===== src/rtl/crt_pkg.sv =====
`timescale 1ns / 1ps

package crt_pkg;

   // Field widths
   localparam int SynWidth  = 20;
   localparam int DataWidth = 32;
   localparam int RtWidth   = 5;

   // Key extraction mask (CRm, CRn, Opc1, Opc2)
   localparam logic [SynWidth-1:0] KeyMask = 20'hffc1e;

   // Read-only ID keys
   localparam logic [SynWidth-1:0] KeyMainId     = 20'h00000;
   localparam logic [SynWidth-1:0] KeyMpId       = 20'ha0000;
   localparam logic [SynWidth-1:0] KeyCacheType  = 20'h20000;
   localparam logic [SynWidth-1:0] KeyAuxCtrlId  = 20'h20002;

   // Write-only maintenance keys
   localparam logic [SynWidth-1:0] KeyIcacheInv  = 20'h01c0a;
   localparam logic [SynWidth-1:0] KeyTlbInv     = 20'h0200e;
   localparam logic [SynWidth-1:0] KeyBpInv      = 20'hc1c0a;
   localparam logic [SynWidth-1:0] KeyTlbInvAll  = 20'h24000;
   localparam logic [SynWidth-1:0] KeyDsb        = 20'h81c14;
   localparam logic [SynWidth-1:0] KeyIsb        = 20'h81c0a;
   localparam logic [SynWidth-1:0] KeyDmb        = 20'ha1c14;
   localparam logic [SynWidth-1:0] KeyCleanDmb   = 20'h01c1c;
   localparam logic [SynWidth-1:0] KeyInvIsbDsb  = 20'h01c0e;

   // Read/write register keys
   localparam logic [SynWidth-1:0] KeyControl    = 20'h00400;
   localparam logic [SynWidth-1:0] KeyDomain     = 20'h00c00;
   localparam logic [SynWidth-1:0] KeyTransCtrl  = 20'h40800;
   localparam logic [SynWidth-1:0] KeyTableBase  = 20'h00800;

   // Fixed ID values
   localparam logic [DataWidth-1:0] ValMainId    = 32'h410fb767;
   localparam logic [DataWidth-1:0] ValMpId      = 32'h80000f00;
   localparam logic [DataWidth-1:0] ValCacheType = 32'h1d152152;
   localparam logic [DataWidth-1:0] ValAuxCtrlId = 32'h00000001;

   typedef enum logic [1:0] {
      KIND_NONE = 2'd0,
      KIND_RO   = 2'd1,
      KIND_WO   = 2'd2,
      KIND_RW   = 2'd3
   } kind_type;

   typedef enum logic [2:0] {
      BAR_NONE    = 3'd0,
      BAR_DSB     = 3'd1,
      BAR_ISB     = 3'd2,
      BAR_DMB     = 3'd3,
      BAR_ISB_DSB = 3'd4
   } barrier_type;

   typedef enum logic [1:0] {
      FAULT_OK      = 2'd0,
      FAULT_DIR     = 2'd1,
      FAULT_UNKNOWN = 2'd2
   } fault_type;

   typedef enum logic [1:0] {
      SEL_CONTROL    = 2'd0,
      SEL_DOMAIN     = 2'd1,
      SEL_TRANS_CTRL = 2'd2,
      SEL_TABLE_BASE = 2'd3
   } sysreg_type;

   // Decoded key
   typedef struct packed {
      kind_type              kind;
      logic [DataWidth-1:0]  fixed;
      barrier_type           bar;
      sysreg_type            sel;
   } decode_type;

   // Register file access from the result stage
   typedef struct packed {
      logic                  wr_en;
      sysreg_type            sel;
      logic [DataWidth-1:0]  wdata;
   } regs_req_type;

endpackage


===== src/rtl/crt_decode.sv =====
`timescale 1ns / 1ps

module crt_decode
   import crt_pkg::*;
(
   input  logic [SynWidth-1:0] syndrome,
   output decode_type          dec
);

   logic [SynWidth-1:0] key;

   assign key = syndrome & KeyMask;

   // Key lookup
   always_comb begin
      dec = '{kind: KIND_NONE, fixed: '0, bar: BAR_NONE, sel: SEL_CONTROL};
      case (key)
         KeyMainId: begin
            dec.kind  = KIND_RO;
            dec.fixed = ValMainId;
         end
         KeyMpId: begin
            dec.kind  = KIND_RO;
            dec.fixed = ValMpId;
         end
         KeyCacheType: begin
            dec.kind  = KIND_RO;
            dec.fixed = ValCacheType;
         end
         KeyAuxCtrlId: begin
            dec.kind  = KIND_RO;
            dec.fixed = ValAuxCtrlId;
         end
         KeyIcacheInv, KeyTlbInv, KeyBpInv, KeyTlbInvAll: begin
            dec.kind = KIND_WO;
         end
         KeyDsb: begin
            dec.kind = KIND_WO;
            dec.bar  = BAR_DSB;
         end
         KeyIsb: begin
            dec.kind = KIND_WO;
            dec.bar  = BAR_ISB;
         end
         KeyDmb, KeyCleanDmb: begin
            dec.kind = KIND_WO;
            dec.bar  = BAR_DMB;
         end
         KeyInvIsbDsb: begin
            dec.kind = KIND_WO;
            dec.bar  = BAR_ISB_DSB;
         end
         KeyControl: begin
            dec.kind = KIND_RW;
            dec.sel  = SEL_CONTROL;
         end
         KeyDomain: begin
            dec.kind = KIND_RW;
            dec.sel  = SEL_DOMAIN;
         end
         KeyTransCtrl: begin
            dec.kind = KIND_RW;
            dec.sel  = SEL_TRANS_CTRL;
         end
         KeyTableBase: begin
            dec.kind = KIND_RW;
            dec.sel  = SEL_TABLE_BASE;
         end
         default: begin
            dec.kind = KIND_NONE;
         end
      endcase
   end

endmodule


===== src/rtl/crt_sysregs.sv =====
`timescale 1ns / 1ps

module crt_sysregs
   import crt_pkg::*;
(
   input  logic                 clock,
   input  logic                 reset,
   input  regs_req_type         req,
   output logic [DataWidth-1:0] rd_data
);

   logic [DataWidth-1:0] control_ff, control_in;
   logic [DataWidth-1:0] domain_ff, domain_in;
   logic [DataWidth-1:0] trans_ctrl_ff, trans_ctrl_in;
   logic [DataWidth-1:0] table_base_ff, table_base_in;

   // Write decode
   always_comb begin
      control_in    = control_ff;
      domain_in     = domain_ff;
      trans_ctrl_in = trans_ctrl_ff;
      table_base_in = table_base_ff;
      if (req.wr_en) begin
         case (req.sel)
            SEL_CONTROL:    control_in    = req.wdata;
            SEL_DOMAIN:     domain_in     = req.wdata;
            SEL_TRANS_CTRL: trans_ctrl_in = req.wdata;
            SEL_TABLE_BASE: table_base_in = req.wdata;
            default:        control_in    = control_ff;
         endcase
      end
   end

   always_ff @(posedge clock) begin
      if (reset) begin
         control_ff    <= '0;
         domain_ff     <= '0;
         trans_ctrl_ff <= '0;
         table_base_ff <= '0;
      end else begin
         control_ff    <= control_in;
         domain_ff     <= domain_in;
         trans_ctrl_ff <= trans_ctrl_in;
         table_base_ff <= table_base_in;
      end
   end

   // Read mux
   always_comb begin
      case (req.sel)
         SEL_CONTROL:    rd_data = control_ff;
         SEL_DOMAIN:     rd_data = domain_ff;
         SEL_TRANS_CTRL: rd_data = trans_ctrl_ff;
         SEL_TABLE_BASE: rd_data = table_base_ff;
         default:        rd_data = control_ff;
      endcase
   end

endmodule


===== src/rtl/coprocessor_register_trap_unit.sv =====
`timescale 1ns / 1ps

// Channel   Dir  Handshake             Payload
// req       in   req_tvalid/tready     tdata: syndrome_bits, write_data
// rsp       out  rsp_tvalid/tready     tdata: read_data .. fault_code
//
// Two register stages: an input register and a result register; decode,
// register file access and result forming sit between them.
// One beat per cycle sustained unless rsp stalls.
// Synchronous active-high reset clears both valid flags and the four
// system registers. A stalled rsp holds its beat; req keeps flowing while
// the result register drains or is empty.

module coprocessor_register_trap_unit
   import crt_pkg::*;
(
   input  logic        clock,
   input  logic        reset,
   input  logic        req_tvalid,
   output logic        req_tready,
   // [19:0] syndrome_bits, [51:20] write_data, [55:52] zero
   input  logic [55:0] req_tdata,
   output logic        rsp_tvalid,
   input  logic        rsp_tready,
   // [31:0] read_data, [32] read_valid, [37:33] dest_reg, [38] sysreg_write,
   // [40:39] sysreg_select, [72:41] sysreg_value, [75:73] barrier_kind,
   // [77:76] fault_code, [79:78] zero
   output logic [79:0] rsp_tdata
);

   // Input stage
   logic                 in_valid_ff, in_valid_in;
   logic [SynWidth-1:0]  syn_ff;
   logic [DataWidth-1:0] wdata_ff;

   // Result stage
   logic                 out_valid_ff, out_valid_in;
   logic [DataWidth-1:0] read_data_ff, read_data_in;
   logic                 read_valid_ff, read_valid_in;
   logic [RtWidth-1:0]   dest_reg_ff, dest_reg_in;
   logic                 sysreg_write_ff, sysreg_write_in;
   sysreg_type           sysreg_select_ff, sysreg_select_in;
   logic [DataWidth-1:0] sysreg_value_ff, sysreg_value_in;
   barrier_type          barrier_kind_ff, barrier_kind_in;
   fault_type            fault_code_ff, fault_code_in;

   logic                 advance;
   logic                 req_beat;
   logic                 is_read;
   decode_type           dec;
   regs_req_type         regs_req;
   logic [DataWidth-1:0] regs_rd_data;

   // Pipeline control
   assign advance    = in_valid_ff && (!out_valid_ff || rsp_tready);
   assign req_tready = !in_valid_ff || advance;
   assign req_beat   = req_tvalid && req_tready;
   assign is_read    = syn_ff[0];

   always_comb begin
      in_valid_in = in_valid_ff;
      if (req_beat) begin
         in_valid_in = 1'b1;
      end else if (advance) begin
         in_valid_in = 1'b0;
      end
   end

   always_comb begin
      out_valid_in = out_valid_ff;
      if (advance) begin
         out_valid_in = 1'b1;
      end else if (rsp_tready) begin
         out_valid_in = 1'b0;
      end
   end

   always_ff @(posedge clock) begin
      if (reset) begin
         in_valid_ff  <= 1'b0;
         out_valid_ff <= 1'b0;
      end else begin
         in_valid_ff  <= in_valid_in;
         out_valid_ff <= out_valid_in;
      end
   end

   // Input register payload
   always_ff @(posedge clock) begin
      if (req_beat) begin
         syn_ff   <= req_tdata[SynWidth-1:0];
         wdata_ff <= req_tdata[SynWidth+DataWidth-1:SynWidth];
      end
   end

   crt_decode u_decode (
      .syndrome (syn_ff),
      .dec      (dec)
   );

   assign regs_req.wr_en = advance && (dec.kind == KIND_RW) && !is_read;
   assign regs_req.sel   = dec.sel;
   assign regs_req.wdata = wdata_ff;

   crt_sysregs u_sysregs (
      .clock   (clock),
      .reset   (reset),
      .req     (regs_req),
      .rd_data (regs_rd_data)
   );

   // Result forming
   always_comb begin
      read_data_in     = '0;
      read_valid_in    = 1'b0;
      dest_reg_in      = syn_ff[9:5];
      sysreg_write_in  = 1'b0;
      sysreg_select_in = SEL_CONTROL;
      sysreg_value_in  = '0;
      barrier_kind_in  = BAR_NONE;
      fault_code_in    = FAULT_OK;
      case (dec.kind)
         KIND_NONE: begin
            fault_code_in = FAULT_UNKNOWN;
         end
         KIND_RO: begin
            if (is_read) begin
               read_data_in  = dec.fixed;
               read_valid_in = 1'b1;
            end else begin
               fault_code_in = FAULT_DIR;
            end
         end
         KIND_WO: begin
            if (is_read) begin
               fault_code_in = FAULT_DIR;
            end else begin
               barrier_kind_in = dec.bar;
            end
         end
         KIND_RW: begin
            if (is_read) begin
               read_data_in  = regs_rd_data;
               read_valid_in = 1'b1;
            end else begin
               sysreg_write_in  = 1'b1;
               sysreg_select_in = dec.sel;
               sysreg_value_in  = wdata_ff;
            end
         end
         default: begin
            fault_code_in = FAULT_UNKNOWN;
         end
      endcase
   end

   // Result register payload
   always_ff @(posedge clock) begin
      if (advance) begin
         read_data_ff     <= read_data_in;
         read_valid_ff    <= read_valid_in;
         dest_reg_ff      <= dest_reg_in;
         sysreg_write_ff  <= sysreg_write_in;
         sysreg_select_ff <= sysreg_select_in;
         sysreg_value_ff  <= sysreg_value_in;
         barrier_kind_ff  <= barrier_kind_in;
         fault_code_ff    <= fault_code_in;
      end
   end

   assign rsp_tvalid = out_valid_ff;
   assign rsp_tdata  = {2'b00, fault_code_ff, barrier_kind_ff, sysreg_value_ff,
                        sysreg_select_ff, sysreg_write_ff, dest_reg_ff,
                        read_valid_ff, read_data_ff};

`ifndef SYNTHESIS
   // A faulting access must not read, write or signal a barrier
   a_fault_quiet: assert property (@(posedge clock) disable iff (reset)
      rsp_tvalid && (fault_code_ff != FAULT_OK) |->
         !read_valid_ff && !sysreg_write_ff && (barrier_kind_ff == BAR_NONE))
      else $error("faulting beat carries side effects");

   // A system register write is never a read and never a barrier
   a_write_clean: assert property (@(posedge clock) disable iff (reset)
      rsp_tvalid && sysreg_write_ff |->
         !read_valid_ff && (barrier_kind_ff == BAR_NONE) &&
         (fault_code_ff == FAULT_OK))
      else $error("sysreg write beat mixed with other effects");

   // Input only backs up while the result register is stalled
   a_backpressure: assert property (@(posedge clock) disable iff (reset)
      !req_tready |-> in_valid_ff && rsp_tvalid && !rsp_tready)
      else $error("req stalled without rsp backpressure");

   // A register file write happens only on a beat moving to the result stage
   a_write_advance: assert property (@(posedge clock) disable iff (reset)
      regs_req.wr_en |=> rsp_tvalid && sysreg_write_ff)
      else $error("register write without matching result beat");
`endif

endmodule

===== config.mk =====
export PLATFORM = sky130hd
export DESIGN_NAME = coprocessor_register_trap_unit
export DESIGN_NICKNAME = d
export VERILOG_FILES = /design/src/rtl/crt_pkg.sv /design/src/rtl/crt_decode.sv /design/src/rtl/crt_sysregs.sv /design/src/rtl/coprocessor_register_trap_unit.sv
export SDC_FILE = /design/constraint.sdc
export NUM_CORES = 1
export LEC_CHECK = 0
export BUFFER_PORTS_ARGS = -buffer_cell sky130_fd_sc_hd__clkbuf_2
export CORE_MARGIN = 2
export CORE_UTILIZATION = 60
export DETAILED_ROUTE_END_ITERATION = 6
export HOLD_SLACK_MARGIN = 0.05
export PLACE_DENSITY_LB_ADDON = 0.12
export RECOVER_POWER = 25
export SLEW_MARGIN = 20
export SYNTH_ARGS = -nofsm -noshare
export SYNTH_HDL_FRONTEND = slang
export SYNTH_SLANG_ARGS = --single-unit

===== constraint.sdc =====
create_clock -name clock -period 15.8 [get_ports clock]
set_clock_uncertainty 0.05 [all_clocks]
set_input_delay 1.58 -clock clock [delete_from_list [all_inputs] [get_ports clock]]
set_output_delay 1.58 -clock clock [all_outputs]
set_load 0.02 [all_outputs]

==> impl_metrics.json, run 1 <==
{
  "outcome": "finished with violations",
  "violations": "max-capacitance violations, max-slew violations",
  "grt_pass1_wl_microns": 38110,
  "globalplace.congestion": 0.8336,
  "port-buffer-count": 135,
  "initial_core_util": 0.6138,
  "crit_required_ns": 15.98,
  "viasPerCell": 5.786,
  "ios": 142,
  "powerDensity_mw_per_mm2": 120.8,
  "finalPower_mw": 1.433,
  "post_cts.repair.setup_buffers": 0,
  "cts_resized": 0,
  "drtPass1Iterations": 6,
  "numCtsBuffers": 26,
  "nFillCells": 1265,
  "synth_top_flop_cell": "edfxtp_1",
  "drt_iter0_markers": 750,
  "worst_pin_slew_ns": 4.400,
  "multi_input_area_sq_mm": 0.003383,
  "drv_cap": 4,
  "clk_latency_ns": 0.53,
  "drc": 0,
  "wl_per_cell_microns": 18.28,
  "hold_path_class": "reg -> reg",
  "cts_root_buffer": "clkbuf_16",
  "cts_tree": "yes",
  "grt_max_degree": 103,
  "yosysUniqueCellTypes": 46,
  "nNetsFinal": 1163,
  "synth-simple-area-share": 0.1744,
  "finalCriticalPeriod_ns": 5.774,
  "synth_top_family_by_area": "simple AND/OR/NAND/NOR gates",
  "cts_max_level": 1,
  "synth_compound_area_frac": 0.1511,
  "mostFrequentLayoutCells": "nand2_1 (270), a21oi_1 (153), clkbuf_2 (134)",
  "layout_commonest_cell": "nand2_1",
  "die_width_microns": 134.2,
  "cp_max_fo": 102,
  "antenna_left": 0,
  "grt_use_met2": 0.4580,
  "async_flop_share": 0,
  "cp-end-kind": "flip-flop",
  "die_h_microns": 134.2,
  "seq_area_sq_mm": 0.006506,
  "yosysSeqAreaShare": 0.6392,
  "vias": 7770,
  "cp-start-kind": "input port",
  "syn_inst": 1000,
  "core-area_sq_mm": 0.01658,
  "synthAdderAreaFrac": 0,
  "yosysWarnings": 0,
  "clockBufferDepth": 3,
  "synth-edff-count": 130,
  "netlist_area_sq_mm": 0.01018,
  "finalSetupViolations": 0,
  "slew-limit-headroom": -1.933,
  "finalSetupTns_ns": 0,
  "synthMuxAreaShare": 0,
  "finalHoldViolations": 0,
  "busiest_layer": "met2",
  "leakagePower_nw": 4.095,
  "period_share": 0.3654,
  "rows": 47,
  "vdd.ir_drop.worst_v": 0.00008968,
  "max_freq_mhz": 173.2,
  "clkSinkCount": 260,
  "grt_usage": 0.2682,
  "ctsHoldBuffers": 0,
  "syn_area_per_cell_sq_um": 10.18,
  "synth-xor-area-share": 0.001721,
  "hpwl_microns": 13580,
  "cp.arrival_ns": 5.95,
  "wl_microns": 24550,
  "rsz0062_at_grt": "false",
  "use_met1": 0.3567,
  "clkSlewWorstSetupHoldPaths_ns": 0.06,
  "drive_above_1_share": 0.1995,
  "n_antenna_cell": 0,
  "critical_path_class": "in -> reg",
  "area_delta_synth_final_pct": 16.57,
  "use_met3": 0.03968,
  "grt.overflow.total": 0,
  "ys_ff_latch": 260,
  "antenna_found_initial": 0,
  "dieArea_sq_mm": 0.01802,
  "report.final.slew_viol_count": 224,
  "grt_pass1_vias": 7283
}
[registers in the layout, summed over array words and instances (netlist names)]
| register | count |
|---|---|
| sysreg_select_ff | 2 |
| u_sysregs.table_base_ff | 32 |
| read_data_ff | 32 |
| sysreg_write_ff | 1 |
| in_valid_ff | 1 |
| read_valid_ff | 1 |
| rsp_tvalid | 1 |
| wdata_ff | 32 |
| fault_code_ff | 2 |
| barrier_kind_ff | 3 |
| dest_reg_ff | 5 |
| sysreg_value_ff | 32 |
| u_sysregs.domain_ff | 32 |
| u_sysregs.trans_ctrl_ff | 32 |
| syn_ff | 20 |
| u_sysregs.control_ff | 32 |
[path summary, 6_finish.rpt]
check	start	endpoint	slack [ns]	cells past startpoint
worst min-delay path	syn_ff[6]	dest_reg_ff[1]	0.37	0
worst max-delay path	reset	rsp_tvalid	10.03	3
worst max register to register	syn_ff[19]	u_sysregs.control_ff[22]	12.07	7
worst min register to register	syn_ff[6]	dest_reg_ff[1]	0.37	0
[synth_stat cells (2+ instances only)]
cell type	instances	area, sq um
buf_4	4	30.03
buf_2	15	75.07
nand3_1	6	30.03
a211oi_1	8	60.06
o2111ai_1	7	61.31
nor2_1	40	150.1
o21ai_0	32	160.2
nand2_1	270	1013
a22oi_1	29	217.7
or2_2	4	25.02
o21a_1	4	30.03
inv_1	4	15.01
edfxtp_1	130	3904
and4b_1	2	20.02
nor4_4	3	63.81
and3b_1	2	17.52
dfxtp_1	130	2603
a31o_2	19	166.4
nor3_1	4	20.02
nand3b_1	2	15.01
or4_1	4	30.03
clkbuf_1	57	214.0
and2_1	35	219.0
a22o_1	3	26.28
xor2_1	2	17.52
a21oi_1	154	770.7
nor2b_1	6	37.54
nor4_1	5	31.28
nor4_2	2	25.02
[stage by stage]
step	hold WS (ns)	worst slack [ns]	cell area [sq um]	instances	util
finish	0.3749	10.03	11870	1343	0.7155
global route	0.3821	9.674	11870	1343	0.7155
CTS	0.3778	11.89	11880	1343	0.7164
detailed placement	0.3624	11.89	10980	1295	0.6620
global placement	0.3508	11.92	10980	1295	0.6620
floorplan	0.3503	9.218	10180	1001	-
[worst max-delay path, stage by stage]
cell and delay, ns:
clkbuf_1 0.99, clkbuf_1 3.15, nor2_1 0.16
[where the power goes]
part	internal (mW)	total (mW)	switching [mW]
Clock	0.388	0.640	0.252
Sequential	0.728	0.742	0.0140
Combinational	0.0146	0.0518	0.0372
Total	1.13	1.43	0.303
[metal layers]
metal,vias to the layer above,share of wire,wire length [microns]
met1,3708,0.41,10050
li1,3698,-,-
met3,43,0.076,1876
met2,321,0.49,12130
met4,0,0.020,484
met5,-,0,0
[layout make-up]
type / count / share of cell area
Clock buffer: 35 / 0.06464
Clock inverter: 13 / 0.01139
Inverter: 4 / 0.001265
Multi-Input combinational cell: 660 / 0.2851
Sequential cell: 260 / 0.5484
Tap cell: 220 / 0.02320
Timing Repair Buffer: 151 / 0.06601
[cell families (layout without fill, tap and decap cells)]
group	after synthesis	in the layout
compound gates	261	261
buf+inv	81	203
other cells	1	2
simple gates	395	395
flops	260	260
xor+xnor	2	2
Note: power is estimated with default switching activity, not from simulation.
==> inputs of run 2 (changes only) <==
- CORE_UTILIZATION: 60 -> 51
- clock period: 15.8 -> 5.3 ns (I/O delays scaled with it)
==> impl_metrics.json, run 2 (synthesis results as in run 1) <==
{
  "cp.arrival_ns": 4.16,
  "power_frac_seq": 0.533,
  "post-place-ws_ns": 1.729,
  "cp-startpoint": "reset",
  "finalSetupViolations": 0,
  "p_comb_frac": 0.037,
  "path_cells": "clkbuf_1 > buf_4 > a21oi_1",
  "p_int_mw": 3.221,
  "layout_commonest_cell": "nand2_1",
  "slowest_stage": "clkbuf_1",
  "grt_pass1_wl_microns": 38980,
  "cpPeakStageDelay_ns": 2.68,
  "nFillCells": 1742,
  "drive_above_1_share": 0.1773,
  "critical_path_class": "in -> reg",
  "cts_max_level": 1,
  "die_width_microns": 145.3,
  "cts_resized": 0,
  "cts_tree": "yes",
  "vdd.ir_drop.worst_v": 0.0002447,
  "initial_core_util": 0.5213,
  "finalSetupTns_ns": 0,
  "dieArea_sq_mm": 0.02110,
  "die_h_microns": 145.3,
  "leakagePower_nw": 4.007,
  "port-buffer-count": 135,
  "setup_ws_ns": 1.493,
  "nNetsFinal": 1167,
  "outcome": "finished with violations",
  "cp.buffers_inverters": 2,
  "violations": "max-capacitance violations, max-slew violations",
  "cp-start-kind": "input port",
  "antenna_found_initial": 0,
  "powerDensity_mw_per_mm2": 349.9,
  "hold_path_class": "in -> reg",
  "p_sw_frac": 0.2226,
  "worst_pin_slew_ns": 3.877,
  "drc": 0,
  "grt_pass1_vias": 7211,
  "cts_root_buffer": "clkbuf_16",
  "core-area_sq_mm": 0.01953,
  "wl_microns": 24560,
  "p_clk_frac": 0.430,
  "clkSlewWorstSetupHoldPaths_ns": 0.06,
  "clkSinkCount": 260,
  "hpwl_microns": 14090,
  "drv_cap": 2,
  "switching_power_mw": 0.9221,
  "critPathTopFamily": "buffers and inverters",
  "grt.overflow.total": 0,
  "grt_usage": 0.2278,
  "drt_iter0_markers": 569,
  "numCtsBuffers": 27,
  "slew-limit-headroom": -1.584,
  "grt_max_degree": 85,
  "rsz0062_at_grt": "false",
  "mostFrequentLayoutCells": "nand2_1 (270), a21oi_1 (153), edfxtp_1 (130), dfxtp_1 (130), clkbuf_2 (106)",
  "finalCriticalPeriod_ns": 3.807,
  "ios": 142,
  "reg2reg_from": "syn_ff[19]",
  "post_cts.repair.setup_buffers": 0,
  "clockBufferDepth": 3,
  "n_antenna_cell": 0,
  "rows": 51,
  "ctsHoldBuffers": 0,
  "globalplace.congestion": 0.8015,
  "finalHoldViolations": 0,
  "drtPass1Iterations": 5,
  "finalPower_mw": 4.143,
  "crit_required_ns": 5.65,
  "area_delta_synth_final_pct": 16.35,
  "min_from": "req_tdata[21]",
  "report.final.slew_viol_count": 116,
  "clk_latency_ns": 0.54,
  "period_share": 0.7184,
  "max_freq_mhz": 262.7,
  "wl_per_cell_microns": 17.63,
  "cp-end-kind": "flip-flop",
  "cp_max_fo": 84,
  "vias": 7640,
  "antenna_left": 0,
  "viasPerCell": 5.485
}
-- run 2: changes by cell type in the layout (fill, tap and decap cells not counted), moves of 2 or more --
cell,previous run,this run
clkbuf_2,134,106
clkbuf_1,7,33
buf_4,13,18
clkinv_1,4,8
bufinv_16,3,1
clkbuf_8,4,2
-- run 2: worst register-to-register path, stage by stage, from the launching register on --
cell,delay [ns]
edfxtp_1,0.66
nor2_1,0.30
nand3_1,0.27
a211oi_4,0.49
buf_4,0.41
nand3b_1,0.63
buf_4,0.47
nand2_1,0.10
a21oi_1,0.05
-- run 2: worst paths after layout --
kind / end / cells past startpoint / slack, ns
hold reg to reg: dest_reg_ff[0] / 0 / 0.37
setup / recovery: u_sysregs.trans_ctrl_ff[5] / 3 / 1.49
setup reg to reg: u_sysregs.control_ff[12] / 8 / 1.57
hold / removal: wdata_ff[1] / 1 / 0.11
-- run 2: power groups by stage --
| stage | clock network (mW) | logic (mW) | registers (mW) |
|---|---|---|---|
| 5_1_grt | 1.89 | 0.164 | 2.22 |
| 3_3_place_gp | 0 | 0.156 | 2.25 |
| 4_1_cts | 1.82 | 0.158 | 2.21 |
| 3_5_place_dp | 0 | 0.157 | 2.25 |
| 2_1_floorplan | 0 | 0.0558 | 2.28 |
| 6_report | 1.78 | 0.153 | 2.21 |
-- run 2: layout make-up --
class	count	area, sq um	share of cell area
Clock buffer	32	714.4	0.06033
Clock inverter	18	123.9	0.01046
Inverter	4	15.01	0.001268
Multi-Input combinational cell	660	3373	0.2848
Sequential cell	260	6506	0.5494
Tap cell	265	331.6	0.02800
Timing Repair Buffer	154	778.2	0.06572
-- run 2: stage by stage --
stage	hold WS, ns	util	cell area, sq um	cells
2_1_floorplan	0.3503	-	10180	1001
3_3_place_gp	0.3512	0.5657	11050	1343
3_5_place_dp	0.3561	0.5657	11050	1343
4_1_cts	0.09369	0.6087	11890	1393
5_1_grt	0.08723	0.6065	11840	1393
6_report	0.1117	0.6065	11840	1393
-- run 2: routing by layer --
| layer | track usage | share of wire | vias up |
|---|---|---|---|
| met4 | 0.05098 | 0.017 | 0 |
| met1 | 0.3095 | 0.44 | 3673 |
| met2 | 0.3877 | 0.49 | 236 |
| li1 | - | - | 3700 |
| met3 | 0.03553 | 0.057 | 31 |
| met5 | 0 | 0 | - |
